==> config.mk <==
export PLATFORM = sky130hd
export DESIGN_NAME = deo_window
export DESIGN_NICKNAME = d
export VERILOG_FILES = /design/src/hdl/deo_pkg.sv /design/src/hdl/deo_window.sv
export SDC_FILE = /design/constraint.sdc
export NUM_CORES = 1
export LEC_CHECK = 0
export BUFFER_PORTS_ARGS = -buffer_cell sky130_fd_sc_hd__clkbuf_2
export CAP_MARGIN = 20
export CORE_MARGIN = 5
export CORE_UTILIZATION = 40
export DETAILED_ROUTE_END_ITERATION = 8
export PLACE_DENSITY = 0.55
export SKIP_LAST_GASP = 1
export SLEW_MARGIN = 10
export SYNTH_ARGS = -nofsm -noshare
export SYNTH_HDL_FRONTEND = slang
export SYNTH_SLANG_ARGS = --single-unit
==> constraint.sdc <==
create_clock -name aclk -period 5.4 [get_ports aclk]
set_clock_uncertainty 0.15 [all_clocks]
set_input_delay 0.27 -clock aclk [delete_from_list [all_inputs] [get_ports aclk]]
set_output_delay 0.27 -clock aclk [all_outputs]
set_load 0.005 [all_outputs]
==> src/hdl/deo_pkg.sv <==
// Shared types and constants for the difference edge operator.
// Used by every module under hdl/ except deo_checker; no dependencies.
package deo_pkg;

    localparam int PIX_W  = 8;
    localparam int CFG_W  = 12;
    localparam int APB_AW = 3;
    localparam int APB_DW = 32;

    localparam logic [CFG_W-1:0] WIDTH_RESET = 12'd640;

    typedef logic [PIX_W-1:0] pixel_t;

    // register index, taken from paddr[2]
    typedef enum logic {
        REG_IMAGE_WIDTH = 1'b0
    } reg_idx_t;

    typedef struct packed {
        logic rd_en;
        logic wr_en;
    } mem_ctl_t;

endpackage

==> src/hdl/deo_window.sv <==
// Square pixel window and opposite-pair difference strength.
// Depends on deo_pkg for the pixel type.
module deo_window #(
    parameter int WIN_SIZE = 3
) (
    input  logic                                  aclk,
    input  logic                                  aresetn,
    input  logic                                  shift_en,
    input  logic [WIN_SIZE-1:0][deo_pkg::PIX_W-1:0] column,
    output deo_pkg::pixel_t                       strength
);
    import deo_pkg::*;

    localparam int WIN_LEN = WIN_SIZE * WIN_SIZE;
    localparam int NP      = WIN_LEN / 2;
    localparam int LV      = $clog2(NP);
    localparam int NP2     = 1 << LV;

    pixel_t win_reg [WIN_SIZE][WIN_SIZE];
    pixel_t tree [LV+1][NP2];

    // rows shift left, newest column enters at the right edge
    always_ff @(posedge aclk) begin
        if (!aresetn) begin
            for (int r = 0; r < WIN_SIZE; r++) begin
                for (int c = 0; c < WIN_SIZE; c++) begin
                    win_reg[r][c] <= '0;
                end
            end
        end else if (shift_en) begin
            for (int r = 0; r < WIN_SIZE; r++) begin
                for (int c = 0; c < WIN_SIZE - 1; c++) begin
                    win_reg[r][c] <= win_reg[r][c+1];
                end
                win_reg[r][WIN_SIZE-1] <= column[r];
            end
        end
    end

    // raster index s pairs with WIN_LEN-1-s; max over a balanced tree
    always_comb begin
        for (int l = 0; l <= LV; l++) begin
            for (int i = 0; i < NP2; i++) begin
                tree[l][i] = '0;
            end
        end
        for (int s = 0; s < NP; s++) begin
            if (win_reg[s / WIN_SIZE][s % WIN_SIZE] >
                win_reg[(WIN_LEN-1-s) / WIN_SIZE][(WIN_LEN-1-s) % WIN_SIZE]) begin
                tree[0][s] = win_reg[s / WIN_SIZE][s % WIN_SIZE] -
                    win_reg[(WIN_LEN-1-s) / WIN_SIZE][(WIN_LEN-1-s) % WIN_SIZE];
            end else begin
                tree[0][s] = win_reg[(WIN_LEN-1-s) / WIN_SIZE][(WIN_LEN-1-s) % WIN_SIZE] -
                    win_reg[s / WIN_SIZE][s % WIN_SIZE];
            end
        end
        for (int l = 0; l < LV; l++) begin
            for (int i = 0; i < (NP2 >> (l + 1)); i++) begin
                tree[l+1][i] = (tree[l][2*i] > tree[l][2*i+1]) ? tree[l][2*i]
                                                                : tree[l][2*i+1];
            end
        end
    end

    assign strength = tree[LV][0];

endmodule

# After elaboration in Yosys (flattened, before gate mapping)
# Memories as Yosys holds them, arrays and structs flattened.
# Cells that the tools add are included.
# word_totals
ff_bits,0
latchBits,0
ramBits,72
romBits,0
inputBits,27
output_inout_bits,8
mem_count,1
# classes
add_sub_neg,8
multipliers,0
n_div,0
magnitude_cmp,7
eq_ne,0
shift,0
n_mux,20
bitwise_logic,9
reduce_logical,0
# mem_list
name,words,word_bits,read_ports,rd_clocked_by_memory_dff,wr,line,text
win_reg,3,24,3,0,3,deo_window.sv:19,pixel_t win_reg [WIN_SIZE][WIN_SIZE];
# op_table
operator,n
$mux W8,16
$sub A8 B8 Y8,8
$gt A8 B8 Y1,7
$or A1 B1 Y1,9
$mux W1,4

# Depth between registers and ports, before layout
# Gate-level depths: netlist of run 1.
# An unclocked memory read counts as a cell.
# depth
depth_word,7
ltp_mapped,30
mapped_depth_nobuf,29

# Worst setup path after synthesis of run 1
# No wires, ideal clock.
# synth_timing
kind,register to output
from,mem win_reg[0][8] (netlist bit)
to,out strength[0]
arrival_ps,5561
t_required_ps,4980
setup_slack_ps,-581
path_stages_with_launch,28
path_cell_list,edfxtp_1 inv_1 ha_1 inv_1 fa_1 nand3_1 a21oi_2 o22ai_2 buf_6 o311a_1 nor3_1 or3_1 a221oi_2 inv_1 ha_1 nand4_1 o311ai_4 mux2_2 inv_1 ha_1 nor2b_1 o21a_1 o21ai_0 nand2b_1 a21oi_1 o21ai_0 o21ai_1 mux2_2
# synth_rtl
element,line,text
"start, declared",deo_window.sv:19,
"end, declared",deo_window.sv:10,output deo_pkg::pixel_t strength

==> run summary, run 1 <==
Status - finished, violations left
Violated checks - negative setup slack
# IOs - 35
Post-Place Cell Area - 0.00768 mm2
Register Area - 0.00216 mm2
CP delay by family, top - compound AO/OA/AOI/OAI gates
Crit path required time - 4.98 ns
Area growth, synth to finish - 37.8%
Post-layout util - 56.1%
CTS tree - done
Post-layout min period - 6.17 ns
Class of the most critical hold timing path - input port to register
Number of synthesized flops with an enable pin - 72
Max-slew headroom - 34.9%
Ant diodes - 0
Crit Path Max Fanout - 8
Clk root buf - clkbuf_16
First-pass GRT wire length - 25.1 mm
Area of the multi-input gates - 0.00395 mm2
Final setup violation count - 8
Most used flip-flop cell after synthesis - edfxtp_1
Mean Syn Cell Area - 10.1 um2
Max-Cap Viols - 0
DIE HEIGHT - 134 um
Critical setup path kind - register to output port
Worst setup SP type - register
Most common cell in the netlist - inv_1
Period utilisation layout - 114%
Biggest area consumer among synthesized cells - edfxtp_1
Rows - 45
Unrepaired setup endpoints after global routing - yes
CTS Hold Bufs - 0
Post-route setup slack - -0.770 ns
Global-route usage over all layers - 17.3%
GPL Wtd Cong - 0.890
DRT antenna net count - 0
Starting Density - 40.7%
Vias per cell - 5.13
Width of the die - 134 um
Pwr per Cell Area - 461 mW/mm2
Worst path slowest cell - or4b_2
Async S/R FF share, synth - 0%
Largest net degree at the start of global routing - 74
Fillers - 1,311
Routed WL per cell - 15.6 um
Post-synthesis cell count - 612
Worst skew pair latency - 0.33 ns
CTS buffer count - 9
Sequential element share of the synthesized area - 35.0%
Pre-antenna DRT Iters - 4
Synth Net Count - 729
Fin. Hold Viols - 0
Htree depth - 3
Pre-CTS setup slack - -0.631 ns
CP endpoint kind - output port
Drt drc - 0
Layout Nets - 924
Crit path DAT - 5.75 ns
Share of cells above drive strength 1 - 38.1%
Final Slew Violations - 0
HPWL after detailed placement - 11.8 mm
Yosys warning total - 0
Clk sinks - 72
Final instance area - 0.00852 mm2
Port Buffers - 34
Worst Path Buf+Inv - 7
Die footprint - 0.0180 mm2
Initial DRC Count - 246
Slowest Stage Delay on Critical Path - 0.64 ns
Post-Syn Area - 0.00618 mm2
GRT overflow - 0
Leakage power - 4.22 nW
Count of cell types in the netlist - 66
Vias in the first global route - 5,044
Worst VDD drop - 0.276 mV
DR vias - 5,117
Inst Count DP - 960
Clock Path Buffers - 2
Initial antenna violation count - 0
CP most frequent cell - buf_4
Final std cells w/o fill - 998
Flip-flop count of the largest register, all copies and words added - 72
Clock slew at reported path FFs - 0.06 ns
Seq cells post-synth - 72
Synth area leaders - edfxtp_1 35%, ha_1 17%, and3_1 7.5%, inv_1 6.4%, mux2i_1 5.8%
Core area - 0.0152 mm2
Top cells by count, synth - 106 x inv_1, 82 x ha_1, 74 x and3_1, 72 x edfxtp_1, 36 x mux2i_1
Synth top area share - 35.0%
Slew @ Worst Pin - 0.976 ns
Max Freq - 162 MHz
Total wire length - 15.6 mm
==> cells in the final DEF (no fill, tap or decap), types with 4 or more instances in the layout <==
master     Yosys  layout
a21oi_2        2       7
clkbuf_16      0       9
nand3_1       13      11
ha_4           0       8
nor2_1         7       7
nand2_1       14      13
clkbuf_2       0      29
ha_1          82      71
fa_1           8       5
nand4_1        9       9
and3_1        74      74
a21oi_1       33      27
a21o_1         7       7
mux2_4         2       6
edfxtp_1      72      72
o21ai_0       18      13
inv_1        106     101
inv_2          0       4
mux2_2        11       7
xor2_1         4       4
and2_1         4       4
buf_4          2     166
buf_2          3       5
xnor2_1       20      16
o211ai_1       4       4
mux2i_1       36      28
mux2i_4        1       6
==> metrics by stage <==
step           hold WS [ns]  power [mW]  TNS, ns
2_1_floorplan         0.356        2.07    -1.18
5_1_grt               0.106        4.19    -8.16
3_5_place_dp          0.392        3.05    -4.79
6_report             0.0977        3.93    -5.81
3_3_place_gp          0.389        2.98    -3.73
4_1_cts              0.0854        3.83    -5.55
==> layer usage <==
| layer | share of wire (%) | vias to the layer above | wire length (um) | track usage, % |
|---|---|---|---|---|
| met5 | 0 | - | 0 | 0 |
| met4 | 2.8 | 0 | 430 | 6.39 |
| met3 | 2.5 | 24 | 385 | 1.58 |
| met2 | 46 | 73 | 7120 | 27.1 |
| met1 | 49 | 2448 | 7660 | 24.9 |
| li1 | - | 2572 | - | - |
==> worst paths after layout <==
check / start / endpoint / slack (ns) / cells after the start
max: win_reg[0][24] / strength[0] / -0.77 / 28
min: column[12] / win_reg[0][28] / 0.1 / 2
max reg2reg: win_reg[0][8] / win_reg[0][16] / 4.08 / 4
min reg2reg: win_reg[0][38] / win_reg[0][46] / 0.41 / 1
==> what timing repair did <==
item / CTS / global route
buffers inserted: 12 / 10
setup endpoints to repair: 8 / 8
gates resized for setup: 47 / 26
pin swaps: 15 / 16
==> cell type report <==
cell class / count / area share, %
Clock inverter: 5 / 0.308
Tap cell: 188 / 2.76
Timing Repair Buffer: 206 / 17.9
Inverter: 106 / 4.70
Multi-Input combinational cell: 412 / 46.3
Clock buffer: 9 / 2.64
Sequential cell: 72 / 25.4
==> where the power goes <==
group / switching, mW / leakage (nW) / internal, mW
clock: 0.228 / 0.124 / 0.301
combinational: 1.22 / 3.31 / 1.49
sequential: 0.0284 / 0.790 / 0.660
==> cell families after synthesis <==
logic type	share of synthesized area [%]
and+or+nand+nor	13.4
buffers and inverters	8.07
DFF	35.0
AOI/OAI and AO/OA	12.2
muxes	8.68
adders and majority gates	19.4
xor gates and xnor gates	3.40
(Power assumes the default switching activity.)
==> run 2: changes to the inputs <==
==> constraint.sdc (replaced) <==
create_clock -name aclk -period 5.15 [get_ports aclk]
set_clock_uncertainty 0.15 [all_clocks]
set_input_delay 0.2575 -clock aclk [delete_from_list [all_inputs] [get_ports aclk]]
set_output_delay 0.2575 -clock aclk [all_outputs]
set_load 0.005 [all_outputs]
==> run summary, run 2 (synthesis gave the netlist of run 1 again) <==
Violated checks - negative setup slack
Share of cells above drive strength 1 - 40.9% (+2.8 points)
Clock slew at reported path FFs - 0.07 ns (about the same)
Starting Density - 40.7% (unchanged)
Vias in the first global route - 5,298 (+5.0%)
Layout Nets - 953 (+3.1%)
Leakage power - 4.38 nW (+3.9%)
Slew @ Worst Pin - 0.979 ns (+0.00262 ns)
Crit Path Max Fanout - 8 (unchanged)
Rows - 45 (unchanged)
Htree depth - 3 (unchanged)
Clk root buf - clkbuf_16
Pwr per Cell Area - 491 mW/mm2 (+6.6%)
Port Buffers - 34 (unchanged)
# IOs - 35 (unchanged)
Final Slew Violations - 0 (unchanged)
Initial antenna violation count - 0 (unchanged)
DIE HEIGHT - 134 um (unchanged)
Ant diodes - 0 (unchanged)
Max-Cap Viols - 0 (unchanged)
Clock Path Buffers - 2 (unchanged)
Initial DRC Count - 279 (+13%)
Routed WL per cell - 15.9 um (+1.8%)
Worst setup SP type - register
Flip-flop count of the largest register, all copies and words added - 72 (unchanged)
Pre-antenna DRT Iters - 4 (unchanged)
Crit path required time - 4.74 ns (-0.24 ns)
Fin. Hold Viols - 0 (unchanged)
Class of the most critical hold timing path - input port to register
Global-route usage over all layers - 18.2% (+0.95 points)
Power Total - 4.35 mW (+11%)
Worst path slowest cell - or3_4
Setup TNS Final - -8.38 ns (-2.57 ns)
Total wire length - 16.4 mm (+4.9%)
Status - finished, violations left
Most frequent cells in the layout - 196 x buf_4, 102 x inv_1, 74 x and3_1
DR vias - 5,197 (+1.6%)
GPL Wtd Cong - 0.874 (-1.7%)
CTS tree - done
Drt drc - 0 (unchanged)
Vias per cell - 5.05 (-1.5%)
Worst hold stages - 2 (unchanged)
Post-layout min period - 6.25 ns
CP most frequent cell - inv_1
First-pass GRT wire length - 26.5 mm (+5.6%)
CP endpoint kind - output port
Unrepaired setup endpoints after global routing - yes
CTS buffer count - 9 (unchanged)
Crit path DAT - 5.84 ns (+0.09 ns)
DRT antenna net count - 0 (unchanged)
Worst skew pair latency - 0.34 ns (about the same)
Die footprint - 0.0180 mm2 (unchanged)
Slowest Stage Delay on Critical Path - 0.41 ns (-0.23 ns)
Width of the die - 134 um (unchanged)
HPWL after detailed placement - 12.1 mm (+2.3%)
Post-route setup slack - -1.10 ns (-0.327 ns)
Final setup violation count - 8 (unchanged)
Reg2reg path depth - 3 (-1)
Largest net degree at the start of global routing - 74 (unchanged)
GRT overflow - 0 (unchanged)
Critical setup path kind - register to output port
Clk sinks - 72 (unchanged)
Core area - 0.0152 mm2 (unchanged)
Period utilisation layout - 121%
Area growth, synth to finish - 43.3%
Max Freq - 160 MHz
Max-slew headroom - 34.7% (-0.17 points)
Worst VDD drop - 0.315 mV (+14%)
Pre-CTS setup slack - -0.964 ns (-0.333 ns)
Commonest non-fill, non-tap cell in the layout - buf_4
-- run 2: cell count changes in the layout (fill, tap and decap cells not counted), sizes merged --
cell and delta:
buf +29, bufinv +1, clkinv -2, inv +3
-- run 2: through the flow --
stage	cells	hold WS, ns	instance area, um2	utilization (%)
3_3_place_gp	980	0.387	7850	51.6
3_5_place_dp	980	0.398	7850	51.6
2_1_floorplan	612	0.344	6250	-
4_1_cts	1016	0.0708	8550	56.3
6_report	1029	0.0775	8860	58.3
5_1_grt	1029	0.0762	8860	58.3
-- run 2: final timing paths --
kind                  start             end  slack (ns)
min              column[20]  win_reg[0][52]        0.08
min reg2reg  win_reg[0][36]  win_reg[0][44]        0.41
max reg2reg   win_reg[0][0]   win_reg[0][8]        3.90
max           win_reg[0][8]     strength[4]       -1.10
-- run 2: per-layer routing --
layer | GRT usage (%) | routed length (um) | vias up
met2 | 29.6 | 7780 | 65
li1 | - | - | 2628
met5 | 0 | 0 | -
met4 | 3.39 | 111 | 0
met1 | 26.1 | 8090 | 2495
met3 | 2.78 | 390 | 9
-- run 2: worst max-delay path, delay by kind of cell, from the launching register on --
family	cells	cell delay, ns
AOI/OAI and AO/OA	11	1.73
xor gates and xnor gates	1	0.17
adders and majority gates	4	0.99
buffers and inverters	8	0.77
DFF	1	0.40
muxes	3	0.93
and+or+nand+nor	2	0.50
-- run 2: power breakdown --
part           leakage [nW]  internal, mW  total [mW]  switching [mW]
registers             0.790         0.691       0.722          0.0304
logic                  3.45          1.64        2.98            1.33
clock network         0.147         0.380       0.651           0.271
-- run 2: timing repair --
item                                    in CTS  in global routing
endpoints found under the setup margin       8                  8
gates resized for setup                     51                 32
pin swaps                                   28                 14
hold buffers                                 0                  0
setup buffers                               21                 11
-- run 2: area by class of cell --
cell class / count / area [um2]
Clock buffer: 9 / 225
Clock inverter: 7 / 77.6
Fill cell: 1276 / 6340
Inverter: 106 / 398
Multi-Input combinational cell: 412 / 4020
Sequential cell: 72 / 2160
Tap cell: 188 / 235
Timing Repair Buffer: 235 / 1750
